**config.mk**
```make
export PLATFORM = sky130hd
export DESIGN_NAME = lpg_fifo
export DESIGN_NICKNAME = d
export VERILOG_FILES = /design/src/rtl/lpg_pkg.sv /design/src/rtl/lpg_fifo.sv
export SDC_FILE = /design/constraint.sdc
export NUM_CORES = 1
export LEC_CHECK = 0
export ABC_AREA = 1
export BUFFER_PORTS_ARGS = -buffer_cell sky130_fd_sc_hd__buf_2
export CAP_MARGIN = 20
export CORE_MARGIN = 1.5
export CORE_UTILIZATION = 50
export CTS_BUF_LIST = sky130_fd_sc_hd__clkbuf_2 sky130_fd_sc_hd__clkbuf_4 sky130_fd_sc_hd__clkbuf_8
export DETAILED_ROUTE_END_ITERATION = 10
export PLACE_DENSITY = 0.71
export SYNTH_ARGS = -nofsm -noshare
export SYNTH_HDL_FRONTEND = slang
export SYNTH_SLANG_ARGS = --single-unit
```
**constraint.sdc**
```tcl
create_clock -name clock -period 7.75 [get_ports clock]
set_input_delay 1.55 -clock clock [delete_from_list [all_inputs] [get_ports clock]]
set_output_delay 1.55 -clock clock [all_outputs]
set_load 0.01 [all_outputs]
```
**src/rtl/lpg_pkg.sv**
```systemverilog
// Shared types, constants and the sine table function of the LED pixel pattern generator.
`default_nettype none

package lpg_pkg;

   // Limits and reset values of the configuration registers.
   localparam int MAX_PIXELS   = 256;
   localparam int MAX_BARS     = 64;
   localparam int SINE_ENTRIES = 1024;

   localparam logic [8:0] PPB_RESET  = 9'd8;
   localparam logic [6:0] BARS_RESET = 7'd4;
   localparam logic [8:0] TAIL_FULL  = 9'd256;
   localparam logic [8:0] FULL_BRIGHT = 9'd256;

   localparam logic [31:0] HASH_MUL     = 32'h9E37_79B1;
   localparam logic [11:0] HASH_BAR_MUL = 12'd31;

   localparam int QUEUE_DEPTH = 4;

   // Register indexes of the configuration port.
   localparam logic CSR_PIXELS_PER_BAR = 1'b0;
   localparam logic CSR_BAR_COUNT      = 1'b1;

   // Sine polynomial constants (Q30).
   localparam logic [63:0] Q30_ONE     = 64'd1073741824;
   localparam logic [63:0] HALF_PI_Q30 = 64'd1686629713;
   localparam logic [63:0] POLY_DIV [5] = '{64'd110, 64'd72, 64'd42, 64'd20, 64'd6};

   typedef enum logic [3:0] {
      OP_CHASE_UP   = 4'd0,
      OP_CHASE_DOWN = 4'd1,
      OP_PING_PONG  = 4'd2,
      OP_SNAKE      = 4'd3,
      OP_SINE_WAVE  = 4'd4,
      OP_SPARKLE    = 4'd5,
      OP_BREATHE    = 4'd6,
      OP_SWEEP_UP   = 4'd7,
      OP_SWEEP_DOWN = 4'd8,
      OP_STROBE     = 4'd9,
      OP_KICK       = 4'd10,
      OP_ALT_BARS   = 4'd11
   } op_type;

   typedef enum logic [1:0] {
      SEL_DIRECT,
      SEL_WAVE,
      SEL_SPARK
   } out_sel_type;

   // One classified transaction as it leaves the front end.
   typedef struct packed {
      op_type      op;
      logic [31:0] t;
      logic [5:0]  bar;
      logic [8:0]  pix;
      logic        tail_zero;
      logic [8:0]  np;
      logic [15:0] total;
      logic [8:0]  s0;
      logic [15:0] gid;
      logic [16:0] dcomet;
      logic [31:0] hash;
      logic [6:0]  nb;
   } item_type;

   typedef struct packed {
      item_type    item;
      logic [17:0] v;
   } wrap_ctx_type;

   typedef struct packed {
      item_type   item;
      logic       fix;
      logic [8:0] fix_br;
   } ctx_type;

   // Table entry for one sine step: {sparkle bit, wave brightness}.
   function automatic logic [9:0] sine_entry(input logic [31:0] f);
      logic [63:0] r;
      logic [63:0] x;
      logic [63:0] x2;
      logic [63:0] s;
      logic [63:0] q;
      logic [63:0] w;
      logic        spark;
      r = {34'd0, f[29:0]};
      if (f[30]) begin
         r = Q30_ONE - r;
      end
      x  = (r * HALF_PI_Q30) >> 30;
      x2 = (x * x) >> 30;
      s  = Q30_ONE;
      for (int i = 0; i < 5; i++) begin
         s = Q30_ONE - (((x2 * s) >> 30) / POLY_DIV[i]);
      end
      s = (x * s) >> 30;
      q = (s + 64'd8192) >> 14;
      if (f[31]) begin
         w     = (64'd65536 - q) >> 9;
         spark = 1'b0;
      end else begin
         w     = (64'd65536 + q) >> 9;
         spark = (q * 64'd5) > 64'd196608;
      end
      return {spark, w[8:0]};
   endfunction

endpackage

`default_nettype wire

```
**src/rtl/lpg_fifo.sv**
```systemverilog
// Short queue between the front end and the back end.
`default_nettype none

module lpg_fifo (
   input  wire logic              clock,
   input  wire logic              reset,
   input  wire logic              push,
   input  wire lpg_pkg::item_type push_item,
   output logic                   full,
   output logic                   pop_valid,
   output lpg_pkg::item_type      pop_item
);

   localparam int DEPTH = lpg_pkg::QUEUE_DEPTH;
   localparam int PTR_W = $clog2(DEPTH);
   localparam int CNT_W = $clog2(DEPTH + 1);

   lpg_pkg::item_type entry_ff [DEPTH];
   logic [PTR_W-1:0]  wr_ptr_ff;
   logic [PTR_W-1:0]  rd_ptr_ff;
   logic [CNT_W-1:0]  count_ff;
   logic              pop;

   // The back end never stalls: drain one entry whenever one is present.
   assign pop       = (count_ff != '0);
   assign pop_valid = pop;
   assign pop_item  = entry_ff[rd_ptr_ff];
   assign full      = (count_ff == CNT_W'(DEPTH));

   always_ff @(posedge clock) begin
      if (reset) begin
         wr_ptr_ff <= '0;
         rd_ptr_ff <= '0;
         count_ff  <= '0;
      end else begin
         if (push) begin
            wr_ptr_ff <= (wr_ptr_ff == PTR_W'(DEPTH - 1)) ? '0 : wr_ptr_ff + 1'b1;
         end
         if (pop) begin
            rd_ptr_ff <= (rd_ptr_ff == PTR_W'(DEPTH - 1)) ? '0 : rd_ptr_ff + 1'b1;
         end
         if (push && !pop) begin
            count_ff <= count_ff + 1'b1;
         end else if (pop && !push) begin
            count_ff <= count_ff - 1'b1;
         end
      end
   end

   always_ff @(posedge clock) begin
      if (push) begin
         entry_ff[wr_ptr_ff] <= push_item;
      end
   end

endmodule

`default_nettype wire

```
==> impl_metrics.ini <==
[grt]
global_route.peak_usage_layer = met2
first_global_vias = 14680
grt.met2_usage_pct = 34.95
grtUsageMet1_pct = 26.96
gr-usage-met3_pct = 6.334
grt_overflow = 0
grt_pass1_wl_mm = 81.07
grt_antenna_before_repair = 15
grt_max_degree = 203
grt.total_usage_pct = 21.34

[worst_setup_path]
worstReg2RegStart = wr_ptr_ff[1]$_SDFFE_PP0P_
crit_family = buffers and inverters
cp_num_buf_inv = 3
ff2ff_setup_slack_ns = 5.15
startpoint_type = flip-flop
crit_slowest_cell = buf_12
regToRegEndpoint = entry_ff[1][110]$_DFFE_PP_
cp_slowest_stage_delay_ns = 0.60
crit_arrival_ns = 3.23
reg2reg_depth = 5
worstPathCellList = inv_8, buf_12, nor2_1, o22ai_1, buf_2
criticalPathCategory = reg2out
worstPathRequired_ns = 6.20
worstSetupEndpointType = primary output
cp_max_fo = 202

[yosys]
yosysSeqAreaShare_pct = 80.29
synth-xor-area-share_pct = 0
synth_top_family_by_area = compound AO/OA/AOI/OAI gates
ys_top_cells_by_area = edfxtp_1 (80%), nor2_1 (5.1%), o21ai_0 (4.9%), o22ai_1 (4.1%), o21ai_1 (1.8%)
yosysTopAreaCellShare_pct = 79.54
syn_area_mm2 = 0.02386
yosysUniqueCellTypes = 20
muxShareOfSynthArea_pct = 0
synth_top_area_cell = edfxtp_1
synthSimpleGateAreaFrac_pct = 5.454
syn-instance-count = 1593
synth_adder_area_share_pct = 0.3146
synth-compound-area-share_pct = 10.92
yosys_register_bits = 641
syn-num-nets = 1760
syn_avg_cell_area_um2 = 14.98
yosys_warnings = 0

[placed_design]
dp_hpwl_mm = 28.11
gp_congestion = 0.7534
io_buffers = 320

[cells_and_area]
drive_gt1_share_pct = 25.14
regArea_mm2 = 0.01917
final_core_util_pct = 59.10
n_fill_cell = 3606
fin_nets = 2090
final_cell_mix = edfxtp_1 (632), nor2_1 (326), buf_2 (320)
area_growth_pct = 16.05
multiInputGateArea_mm2 = 0.003981
layout_commonest_cell = edfxtp_1

[clocking]
clockRootBuffer = clkbuf_8
cts_sinks = 641
htree_levels = 3
cts_hold_buffers = 0
clkTransAtPathRegs_ns = 0.06
post_cts_buffers = 0
ctsResizeCount = 0
clk-insertion-delay-late_ns = 0.68
cts_made_buffers = 98
cts_tree = built
clock_path_buffers = 3

[sta]
post-route-period-util_pct = 61.72
setup_viol = 0
drv_slew = 0
hold_viol_final = 0
max_freq_mhz = 209.0
tightestPinTransition_ns = 1.060
slew_headroom_pct = 29.34
layout_min_cycle_time_ns = 4.784
rsz0062_at_grt = false
fin_tns_setup_ns = 0
fin_skew_ns = 0.01787

[hold_path]
hold_path.class = reg2reg
hp-start = rd_ptr_ff[1]$_SDFFE_PP0P_
min_path_cells = 2

[detailed_routing]
avgViaCountPerCell = 5.517
wirelength_mm = 52.25
remaining_drc_errors = 0
vias = 14460
first_pass_iters = 7
ant_nets = 0
initialDrtViolationCount = 1045
wl_per_cell_um = 19.94

[pwr]
powerDensity_mw_per_mm2 = 325.8
vdd_ir_drop_max_uv = 263.8
p_leak_nw = 9.672

[floorplan]
core_mm2 = 0.04685
fp.dieW_um = 221.5
rows = 79
ios = 321
die_h_um = 221.5
initial_core_util_pct = 50.93
die_area_mm2 = 0.04904

[run]
drv_cap = 0

[run_status]
status = finished clean
through the flow:
step / hold slack [ns] / worst slack [ns] / total power [mW] / cells / area, um2
2_1_floorplan: 0.4680 / 2.614 / 5.594 / 1593 / 23860
3_3_place_gp: 0.4875 / 3.776 / 6.366 / 2430 / 25750
3_5_place_dp: 0.5029 / 3.698 / 6.427 / 2430 / 25750
4_1_cts: 0.5103 / 2.932 / 9.109 / 2608 / 27660
5_1_grt: 0.5318 / 2.762 / 9.472 / 2616 / 27680
6_report: 0.5133 / 2.966 / 9.020 / 2621 / 27690
report_power, final:
group          internal, mW  total, mW  leakage, nW  switching (mW)
Sequential             3.98       4.05         5.88          0.0743
Combinational         0.741       2.28         2.78            1.54
Clock                  1.45       2.68         1.02            1.24
Total                  6.17       9.02         9.67            2.85
worst register-to-register path, delay by kind of cell, from the launching register on:
family | cells | cell delay (ns)
buffers and inverters | 3 | 1.60
DFF | 1 | 0.33
adders and majority gates | 1 | 0.15
and+or+nand+nor | 1 | 0.10
state kept, by name, summed over array words and instances (netlist names), named ones only:
name and cells:
entry_ff 632, wr_ptr_ff 2, count_ff 3, rd_ptr_ff 2
Yosys cell counts (all sizes together):
cell type	count
ha	6
buf	73
clkbuf	30
a21oi	4
edfxtp	632
nand4	1
nor2	326
nor3	1
nand2	15
inv	17
nand3	2
dfxtp	9
o22ai	158
o21ai	319
worst max path at each step:
stage          startpoint                        to  slack, ns  cells past startpoint
2_1_floorplan        push  entry_ff[3][0]$_DFFE_PP_       2.61                      2
3_3_place_gp    flip-flop              pop_item[62]       3.78                      5
3_5_place_dp    flip-flop              pop_item[19]       3.70                      5
4_1_cts         flip-flop              pop_item[62]       2.93                      5
5_1_grt         flip-flop              pop_item[19]       2.76                      5
6_report        flip-flop             pop_item[106]       2.97                      5
metal layers:
metal | wire (um) | share of wire [%]
met5 | 43 | 0.082
met3 | 4062 | 7.8
met1 | 21300 | 41
met2 | 25540 | 49
met4 | 1301 | 2.5
cells by family (layout without fill, tap and decap cells):
family                     after synthesis  count (layout)
AOI/OAI and AO/OA                      481             481
adders and majority gates                6               6
buffers and inverters                  120             528
DFF                                    641             641
other                                    0              13
and+or+nand+nor                        345             345
cell type report:
| class | instances | area share (%) |
|---|---|---|
| Multi-Input combinational cell | 832 | 14.38 |
| Timing Repair Buffer | 333 | 6.317 |
| Sequential cell | 641 | 69.22 |
| Tap cell | 607 | 2.743 |
| Clock inverter | 35 | 0.7275 |
| Clock buffer | 143 | 6.159 |
| Antenna cell | 13 | 0.1175 |
| Inverter | 17 | 0.3389 |
Power figures use the tool's default switching activity.
