--- src/rtl/lpg_pkg.sv ---
// Shared types, constants and the sine table function of the LED pixel pattern generator.
`default_nettype none

package lpg_pkg;

   // Limits and reset values of the configuration registers.
   localparam int MAX_PIXELS   = 256;
   localparam int MAX_BARS     = 64;
   localparam int SINE_ENTRIES = 1024;

   localparam logic [8:0] PPB_RESET  = 9'd8;
   localparam logic [6:0] BARS_RESET = 7'd4;
   localparam logic [8:0] TAIL_FULL  = 9'd256;
   localparam logic [8:0] FULL_BRIGHT = 9'd256;

   localparam logic [31:0] HASH_MUL     = 32'h9E37_79B1;
   localparam logic [11:0] HASH_BAR_MUL = 12'd31;

   localparam int QUEUE_DEPTH = 4;

   // Register indexes of the configuration port.
   localparam logic CSR_PIXELS_PER_BAR = 1'b0;
   localparam logic CSR_BAR_COUNT      = 1'b1;

   // Sine polynomial constants (Q30).
   localparam logic [63:0] Q30_ONE     = 64'd1073741824;
   localparam logic [63:0] HALF_PI_Q30 = 64'd1686629713;
   localparam logic [63:0] POLY_DIV [5] = '{64'd110, 64'd72, 64'd42, 64'd20, 64'd6};

   typedef enum logic [3:0] {
      OP_CHASE_UP   = 4'd0,
      OP_CHASE_DOWN = 4'd1,
      OP_PING_PONG  = 4'd2,
      OP_SNAKE      = 4'd3,
      OP_SINE_WAVE  = 4'd4,
      OP_SPARKLE    = 4'd5,
      OP_BREATHE    = 4'd6,
      OP_SWEEP_UP   = 4'd7,
      OP_SWEEP_DOWN = 4'd8,
      OP_STROBE     = 4'd9,
      OP_KICK       = 4'd10,
      OP_ALT_BARS   = 4'd11
   } op_type;

   typedef enum logic [1:0] {
      SEL_DIRECT,
      SEL_WAVE,
      SEL_SPARK
   } out_sel_type;

   // One classified transaction as it leaves the front end.
   typedef struct packed {
      op_type      op;
      logic [31:0] t;
      logic [5:0]  bar;
      logic [8:0]  pix;
      logic        tail_zero;
      logic [8:0]  np;
      logic [15:0] total;
      logic [8:0]  s0;
      logic [15:0] gid;
      logic [16:0] dcomet;
      logic [31:0] hash;
      logic [6:0]  nb;
   } item_type;

   typedef struct packed {
      item_type    item;
      logic [17:0] v;
   } wrap_ctx_type;

   typedef struct packed {
      item_type   item;
      logic       fix;
      logic [8:0] fix_br;
   } ctx_type;

   // Table entry for one sine step: {sparkle bit, wave brightness}.
   function automatic logic [9:0] sine_entry(input logic [31:0] f);
      logic [63:0] r;
      logic [63:0] x;
      logic [63:0] x2;
      logic [63:0] s;
      logic [63:0] q;
      logic [63:0] w;
      logic        spark;
      r = {34'd0, f[29:0]};
      if (f[30]) begin
         r = Q30_ONE - r;
      end
      x  = (r * HALF_PI_Q30) >> 30;
      x2 = (x * x) >> 30;
      s  = Q30_ONE;
      for (int i = 0; i < 5; i++) begin
         s = Q30_ONE - (((x2 * s) >> 30) / POLY_DIV[i]);
      end
      s = (x * s) >> 30;
      q = (s + 64'd8192) >> 14;
      if (f[31]) begin
         w     = (64'd65536 - q) >> 9;
         spark = 1'b0;
      end else begin
         w     = (64'd65536 + q) >> 9;
         spark = (q * 64'd5) > 64'd196608;
      end
      return {spark, w[8:0]};
   endfunction

endpackage

`default_nettype wire

--- src/rtl/lpg_front.sv ---
// Front end: configuration registers, transaction accept and classification.
`default_nettype none

module lpg_front (
   input  wire logic              clock,
   input  wire logic              reset,
   input  wire logic              start,
   input  wire logic              busy,
   input  wire logic [3:0]        req_op,
   input  wire logic [31:0]       req_beat_time,
   input  wire logic [5:0]        req_bar_index,
   input  wire logic [8:0]        req_pixel_index,
   input  wire logic [8:0]        req_tail_amount,
   input  wire logic              csr_write_enable,
   input  wire logic              csr_index,
   input  wire logic [8:0]        csr_write_data,
   output logic                   push,
   output lpg_pkg::item_type      item
);

   logic [8:0]  ppb_ff;
   logic [6:0]  bars_ff;
   logic [8:0]  np;
   logic [6:0]  nb;
   logic [8:0]  tail;
   logic [24:0] step_prod;
   logic [17:0] dcomet_prod;
   logic [14:0] bar_base;
   logic [11:0] hash_key;

   always_ff @(posedge clock) begin
      if (reset) begin
         ppb_ff  <= lpg_pkg::PPB_RESET;
         bars_ff <= lpg_pkg::BARS_RESET;
      end else if (csr_write_enable) begin
         case (csr_index)
            lpg_pkg::CSR_PIXELS_PER_BAR: ppb_ff  <= csr_write_data;
            lpg_pkg::CSR_BAR_COUNT:      bars_ff <= csr_write_data[6:0];
            default: ;
         endcase
      end
   end

   always_comb begin
      // Clamp registers and tail into range.
      if (ppb_ff == 9'd0) begin
         np = 9'd1;
      end else if (ppb_ff > 9'(lpg_pkg::MAX_PIXELS)) begin
         np = 9'(lpg_pkg::MAX_PIXELS);
      end else begin
         np = ppb_ff;
      end
      if (bars_ff == 7'd0) begin
         nb = 7'd1;
      end else if (bars_ff > 7'(lpg_pkg::MAX_BARS)) begin
         nb = 7'(lpg_pkg::MAX_BARS);
      end else begin
         nb = bars_ff;
      end
      tail = (req_tail_amount > lpg_pkg::TAIL_FULL) ? lpg_pkg::TAIL_FULL : req_tail_amount;

      step_prod   = 25'(req_beat_time[15:0]) * 25'(np);
      dcomet_prod = 18'(tail) * 18'(np);
      bar_base    = 15'(req_bar_index) * 15'(np);
      hash_key    = 12'(req_bar_index) * lpg_pkg::HASH_BAR_MUL + 12'(req_pixel_index);

      item.op        = lpg_pkg::op_type'(req_op);
      item.t         = req_beat_time;
      item.bar       = req_bar_index;
      item.pix       = req_pixel_index;
      item.tail_zero = (tail == 9'd0);
      item.np        = np;
      item.nb        = nb;
      item.total     = 16'(np) * 16'(nb);
      item.s0        = step_prod[24:16];
      item.gid       = 16'(bar_base) + 16'(req_pixel_index);
      item.dcomet    = dcomet_prod[16:0];
      item.hash      = 32'(32'(hash_key) * lpg_pkg::HASH_MUL);
   end

   assign push = start && !busy;

endmodule

`default_nettype wire

--- config.mk ---
export PLATFORM = sky130hd
export DESIGN_NAME = lpg_front
export DESIGN_NICKNAME = d
export VERILOG_FILES = /design/src/rtl/lpg_pkg.sv /design/src/rtl/lpg_front.sv
export SDC_FILE = /design/constraint.sdc
export NUM_CORES = 1
export LEC_CHECK = 0
export ABC_AREA = 1
export BUFFER_PORTS_ARGS = -buffer_cell sky130_fd_sc_hd__buf_2
export CORE_UTILIZATION = 60
export CTS_BUF_LIST = sky130_fd_sc_hd__clkbuf_2 sky130_fd_sc_hd__clkbuf_4 sky130_fd_sc_hd__clkbuf_8
export CTS_CLUSTER_DIAMETER = 30
export DETAILED_ROUTE_END_ITERATION = 8
export PLACE_DENSITY = 0.83
export REMOVE_ABC_BUFFERS = 1
export SETUP_SLACK_MARGIN = 0.5
export SYNTH_ARGS = -nofsm -noshare
export SYNTH_HDL_FRONTEND = slang
export SYNTH_SLANG_ARGS = --single-unit
--- constraint.sdc ---
create_clock -name clock -period 14.2 [get_ports clock]
set_clock_uncertainty 0.05 [all_clocks]
set_input_delay 0.71 -clock clock [delete_from_list [all_inputs] [get_ports clock]]
set_output_delay 0.71 -clock clock [all_outputs]
set_load 0.02 [all_outputs]
==> results of run 1 <==
cell type report:
cell class / instances / area (um2)
Clock buffer: 3 / 41.3
Fill cell: 2532 / 10200
Inverter: 574 / 2150
Multi-Input combinational cell: 1562 / 14500
Sequential cell: 16 / 320
Tap cell: 384 / 480
Timing Repair Buffer: 199 / 1010
flip-flops by register name, indices dropped and copies added, names as in the netlist:
signal   count
ppb_ff       9
bars_ff      7
routing by layer:
metal / GRT usage (%) / up-vias / wire length (um)
met3: 7.74 / 102 / 4550
met1: 44.1 / 7246 / 19400
met4: 8.11 / 0 / 1420
met2: 50.4 / 716 / 20900
li1: - / 6888 / -
met5: 0 / - / 0
metrics by stage:
| step | utilization (%) | hold slack [ps] | setup WS [ps] |
|---|---|---|---|
| after global placement | 64.3 | 416 | 4890 |
| final | 64.4 | 448 | 4740 |
| after detailed placement | 64.3 | 425 | 4790 |
| after floorplan | - | 395 | 5780 |
| after CTS | 64.4 | 452 | 4780 |
| after global routing | 64.4 | 477 | 4250 |
worst paths after layout:
kind,endpoint,slack (ps),cells past startpoint
min,ppb_ff[3]$_SDFFE_PP1P_,450,2
min reg2reg,ppb_ff[3]$_SDFFE_PP1P_,450,2
max,item[35],4740,31
max reg2reg,bars_ff[6]$_SDFFE_PP0P_,13110,2
cell usage after synthesis (4+ instances only):
cell type,n
a211oi_1,4
a21oi_1,99
a31oi_1,4
buf_1,15
buf_2,13
buf_4,51
clkbuf_1,21
dfxtp_1,16
fa_1,340
ha_1,248
inv_1,563
inv_2,8
nand2_1,441
nand3_1,34
nand4_1,14
nor2_1,170
nor3_1,20
o211ai_1,6
o21ai_0,43
o21ai_1,10
o21bai_1,9
o221ai_1,4
xnor2_1,25
xor2_1,56
cell families (layout without fill, tap and decap cells):
kind of cell | after synthesis | in the layout | synth area share, %
simple gates | 692 | 692 | 15.6
buf+inv | 675 | 776 | 15.6
fa+ha+maj | 588 | 588 | 56.3
compound gates | 199 | 199 | 6.44
xor+xnor | 83 | 83 | 4.22
flops | 16 | 16 | 1.82
worst max-delay path, delay by kind of cell:
kind,cells,cell delay (ps)
XOR/XNOR,2,440
buffers and inverters,10,1120
adder cells (fa/ha/maj),10,4790
AO/OA/AOI/OAI,6,1140
AND/OR/NAND/NOR,3,500
==> metrics.cfg, run 1 <==
[route]
drc_errors=0
wire_per_inst_um=16.9
ant_nets=0
dr.first_iter.drc_count=1180
vias=15000
viasPerCell=5.46
finalWirelength_um=46300
drt_first_pass_iters=7

[die]
die_y_um=173
rows=62
ios=234
die_area_um2=30000
core_area_um2=28800
start_util_pct=61.1
die_x_um=173

[placement]
finalWeightedCongestion=0.986
dp.cells=2735
io_buffers=193
dpl.hpwl_um=40200
placed_area_um2=18500

[setup_path]
critPathLaunch=req_bar_index[2]
crit_required_ps=13440
cp.arrival_ps=8700
crit_fanout=9
cp_slowest_cell=fa_1
slowest_delay_ps=580
critPathLaunchType=input pin
worstSetupPathType=input pin to output pin
setup.worst_path.end_class=output pin
reg2reg_from=bars_ff[6]$_SDFFE_PP0P_

[logic_synthesis]
synthArstFlopShare_pct=0
syn_inst=2253
synthesis.area_um2=17600
ys_types=49
ys_seq_elements=16
yosys_most_used_dff=dfxtp_1
synth.avg_cell_area_um2=7.81
yosys-top-cells-area=fa_1, ha_1, inv_1
netlist.area_leader.share_pct=38.7
seq_area_frac_synth_pct=1.82
synth_warnings=0
synth_edf_count=0
synth_area_leader_cell=fa_1

[outcome]
outcome=finished clean

[cts]
clk_pin_slew_ps=60
cts_tree=built
cts_buffers=3
clk_latency_ps=240
post-cts-setup-buffer-count=0
clockBufferDepth=2
cts_root_buf=clkbuf_8
hold_buffers=0
cts_sinks=16
postCtsResizedCells=0
htree_levels=1

[grt]
grt_usage_pct=31.9
grt-ovfl-total=0
antenna_found_initial=0
grt_pass1_wl_um=76200
grt_max_degree=37
grt_pass1_vias=15200

[timing]
finalHoldViolations=0
setup_viol=0
rsz0062_at_grt=no
layout_min_cycle_time_ps=9460
tightest_slew_ps=1110
timing.setup.tns_ps=0
drv_slew=0
min_period_over_period_pct=66.6
maxSlewHeadroom_pct=26.1
fmax_ghz=0.106

[finish]
antenna_cells=0
fin_cells=2738
stdcell_area_um2=18500
drive_gt1_share_pct=9.56
mostFrequentLayoutCells=inv_1, nand2_1, fa_1
nNetsFinal=3019
syn_to_final_growth_pct=5.33
final_common_cell=inv_1

[min_path]
hp-class=register to register
min_from=ppb_ff[3]$_SDFFE_PP1P_

[flow_run]
cap_violations=0

Power of run 1 is not shown: default switching activity piles up to over one toggle a cycle in this logic, so the estimate is an artifact.
==> inputs of run 2 (changes only) <==
==> constraint.sdc (replaced) <==
create_clock -name clock -period 9.6 [get_ports clock]
set_clock_uncertainty 0.05 [all_clocks]
set_input_delay 0.48 -clock clock [delete_from_list [all_inputs] [get_ports clock]]
set_output_delay 0.48 -clock clock [all_outputs]
set_load 0.02 [all_outputs]
==> run 2 against run 1 <==
Net effect:
- first-iteration DRC count increased by 5.1%
- routed wire length about the same
- sequential cell count is the same
- clock-buffer cell count did not move
- critical path depth increased by 8
- global-route usage shrank 0.15 points
- sequential share of layout area hardly changed
- non-clock buffer count is 4 higher
- largest cell class unchanged
- highest routed layer unchanged
==> metrics.cfg, run 2 (same netlist as run 1, synthesis figures left out) <==
[grt]
grt_usage_pct=31.7
antenna_found_initial=1
grt_max_degree=37
grt_pass1_wl_um=76600
grt-ovfl-total=0
grt_pass1_vias=15400

[route]
viasPerCell=5.45
dr.first_iter.drc_count=1240
ant_nets=0
finalWirelength_um=46300
wire_per_inst_um=16.9
vias=14900
drc_errors=0
drt_first_pass_iters=6

[cts]
cts_sinks=16
clk_pin_slew_ps=60
clockBufferDepth=2
cts_root_buf=clkbuf_8
cts_tree=built
htree_levels=1
cts_buffers=3
clk_latency_ps=250

[setup_path]
setup.worst_path.end_class=output pin
rrSetupSlack_ps=8510
r2r_cells=2
critPathBufInv=12
slowest_delay_ps=560
crit_fanout=10
critPathLaunchType=input pin
cp_slowest_cell=fa_1
cp.arrival_ps=8230
reg2reg_to=bars_ff[6]$_SDFFE_PP0P_
reg2reg_from=bars_ff[6]$_SDFFE_PP0P_
crit_required_ps=9070
critPathTopFamily=adder cells
worstSetupPathType=input pin to output pin

[min_path]
hold-path-endpoint=ppb_ff[7]$_SDFFE_PP0P_
min_path_cells=3
hp-class=input pin to register
min_from=csr_write_data[7]

[placement]
placed_area_um2=18500
finalWeightedCongestion=1.03
dpl.hpwl_um=40100
io_buffers=193

[finish]
largest_reg_flops=9
final_core_utilization_pct=64.8
nNetsFinal=3023
final_common_cell=inv_1
antenna_cells=0
fill_cells=2473
drive_gt1_share_pct=10.3
mostFrequentLayoutCells=inv_1, nand2_1, fa_1
multi_input_area_um2=14600
syn_to_final_growth_pct=5.94
largest_register=ppb_ff
stdcell_area_um2=18600
reg.largest.list=ppb_ff x9, bars_ff x7
seq_area_um2=320

[die]
die_y_um=173
die_area_um2=30000
die_x_um=173
start_util_pct=61.1
rows=62
ios=234
core_area_um2=28800

[flow_run]
cap_violations=0

[timing]
min_period_over_period_pct=91.3
layout_min_cycle_time_ps=8760
finalHoldViolations=0
fmax_ghz=0.114
rsz0062_at_grt=yes
drv_slew=0
maxSlewHeadroom_pct=27.1
tightest_slew_ps=1090
setup_viol=0
whs_ps=410
timing.setup.tns_ps=0

[outcome]
outcome=finished clean

## run 2: cell count changes in the layout (fill, tap and decap cells not counted), moves of 2 or more
cell        before  now
a21oi_1         99   97
a21oi_2          3    5
buf_2          193  191
buf_4            6   10
clkbuf_4         0    2
clkinvlp_4       0    2
inv_1          563  560
xor2_1          56   52
xor2_2           2    6
## run 2: stage by stage
stage	setup WS, ps	cells
final	836	2742
after CTS	707	2738
after global placement	748	2735
after detailed placement	719	2735
after floorplan	1640	2152
after global routing	392	2742
## run 2: how the worst max path moves through the flow
| stage | start | slack [ps] | endpoint | depth (start not counted) |
|---|---|---|---|---|
| 3_5_place_dp | req_bar_index[2] | 720 | item[35] | 31 |
| 2_1_floorplan | req_bar_index[2] | 1640 | item[36] | 31 |
| 3_3_place_gp | req_bar_index[3] | 750 | item[35] | 31 |
| 4_1_cts | req_bar_index[2] | 710 | item[35] | 31 |
| 5_1_grt | req_bar_index[2] | 390 | item[38] | 41 |
| 6_report | req_bar_index[1] | 840 | item[38] | 39 |
## run 2: per-layer routing
metal / track usage, % / vias up / share of wire (%)
met1: 44.9 / 7307 / 43
met5: 0 / - / 0
met4: 7.15 / 0 / 2.3
met3: 5.33 / 80 / 8.6
li1: - / 6896 / -
met2: 51.3 / 666 / 46
## run 2: worst register-to-register path: cells and delay by family (launching register included)
family	cells	cell delay, ps
AO/OA/AOI/OAI	1	160
buffers and inverters	1	190
flip-flops	1	620
## run 2: final cells by class
class,instances,area share (%)
Sequential cell,16,1.72
Tap cell,384,2.58
Clock buffer,3,0.222
Timing Repair Buffer,203,5.61
Inverter,574,11.6
Multi-Input combinational cell,1562,78.3
## run 2: repair_timing
action | CTS | global route
setup buffers | 0 | 4
setup endpoints to repair | 0 | 10
hold buffers | 0 | 0
resized for setup | 0 | 16
Power of run 2 is left out for the same reason.
==> inputs of run 3 (changes only) <==
--- a/config.mk
+++ b/config.mk
@@ -7,11 +7,10 @@
 export LEC_CHECK = 0
 export ABC_AREA = 1
 export BUFFER_PORTS_ARGS = -buffer_cell sky130_fd_sc_hd__buf_2
-export CORE_UTILIZATION = 60
+export CORE_UTILIZATION = 45
 export CTS_BUF_LIST = sky130_fd_sc_hd__clkbuf_2 sky130_fd_sc_hd__clkbuf_4 sky130_fd_sc_hd__clkbuf_8
 export CTS_CLUSTER_DIAMETER = 30
 export DETAILED_ROUTE_END_ITERATION = 8
-export PLACE_DENSITY = 0.83
 export REMOVE_ABC_BUFFERS = 1
 export SETUP_SLACK_MARGIN = 0.5
 export SYNTH_ARGS = -nofsm -noshare
==> run 3 against run 2 <==
Net effect:
- routed wire length is 4.4% higher
- non-clock buffer count is 2 higher
- register-to-register slack hardly changed
- fmax is 0.43% higher
- sequential cell count stayed put
- clock-buffer cell count is 1 higher
- die area is 33% higher
- via count is 3.3% lower
- hold slack worse by 13 ps
==> metrics.cfg, run 3 (same netlist as run 1, synthesis figures left out) <==
[route]
drc_errors=0
dr.first_iter.drc_count=820
viasPerCell=5.02
wire_per_inst_um=16.8
drt_first_pass_iters=7
vias=14500
finalWirelength_um=48300
ant_nets=0

[cts]
cts_root_buf=clkbuf_8
clk_pin_slew_ps=70
htree_levels=1
cts_buffers=3
cts_sinks=16
clk_latency_ps=250
clockBufferDepth=2
cts_tree=built

[placement]
io_buffers=193
pre_cts_ws_ps=676
dpl.hpwl_um=42100
finalWeightedCongestion=0.940

[grt]
antenna_found_initial=0
grt_pass1_wl_um=78200
grt_usage_pct=25.1
grt_max_degree=37
grt_pass1_vias=14900
grt-ovfl-total=0

[finish]
fill_cells=3889
mostFrequentLayoutCells=inv_1, nand2_1, fa_1
drive_gt1_share_pct=10.7
syn_to_final_growth_pct=7.32
largest_register=ppb_ff
final_common_cell=inv_1
nNetsFinal=3025
antenna_cells=0
largest_reg_flops=9
reg.largest.list=ppb_ff x9, bars_ff x7

[setup_path]
crit_required_ps=9070
setup.worst_path.end_class=output pin
crit_fanout=9
critPathLaunchType=input pin
critPathMostFrequentCell=nand2_1
cp.arrival_ps=8200
cp_slowest_cell=fa_1
worstSetupPathType=input pin to output pin
slowest_delay_ps=560

[die]
die_x_um=200
die_y_um=200
rows=72
start_util_pct=45.5
die_area_um2=39900
ios=234
core_area_um2=38600

[timing]
finalHoldViolations=0
layout_min_cycle_time_ps=8730
min_period_over_period_pct=90.9
rsz0062_at_grt=yes
tightest_slew_ps=1160
fmax_ghz=0.115
setup_ws_ps=874
setup_viol=0
timing.setup.tns_ps=0
drv_slew=0
maxSlewHeadroom_pct=22.8

[min_path]
hp-class=input pin to register

[outcome]
outcome=finished clean

[flow_run]
cap_violations=0

run 3: layer usage:
layer / share of wire, % / GRT usage (%) / vias to the layer above
li1: - / - / 6897
met1: 48 / 37.5 / 7103
met2: 44 / 39.5 / 424
met3: 6.5 / 3.28 / 38
met4: 1.5 / 3.73 / 0
met5: 0 / 0 / -
run 3: area by class of cell:
type	instances	area, um2	area share, %
Clock buffer	4	55.1	0.292
Inverter	574	2160	11.4
Multi-Input combinational cell	1562	14600	77.5
Sequential cell	16	320	1.70
Tap cell	518	648	3.43
Timing Repair Buffer	205	1070	5.65
run 3: worst max-delay path, delay by kind of cell:
kind                     cells  cell delay (ps)
adder cells (fa/ha/maj)     10             4280
AND/OR/NAND/NOR             14             1800
buffers and inverters       10             1050
AO/OA/AOI/OAI                2              280
XOR/XNOR                     1              270
run 3: repair_timing:
action	in CTS	in global routing
setup endpoints to repair	0	13
resized for setup	0	28
hold buffers	0	0
buffers inserted	0	5
run 3: metrics by stage:
stage / instances / hold WS (ps) / cell area (um2) / utilization (%)
floorplan: 2152 / 395 / 17000 / -
global placement: 2870 / 424 / 18700 / 48.3
detailed placement: 2870 / 426 / 18700 / 48.3
CTS: 2874 / 402 / 18700 / 48.4
global route: 2879 / 423 / 18900 / 48.9
finish: 2879 / 397 / 18900 / 48.9
run 3: final timing paths:
path,slack [ps],start,cells past startpoint,end
min reg2reg,440,bars_ff[3]$_SDFFE_PP0P_,2,bars_ff[3]$_SDFFE_PP0P_
max,870,req_bar_index[2],37,item[38]
max reg2reg,8510,bars_ff[6]$_SDFFE_PP0P_,2,bars_ff[6]$_SDFFE_PP0P_
min,400,csr_write_data[7],3,ppb_ff[7]$_SDFFE_PP0P_
Power of run 3 is left out for the same reason.
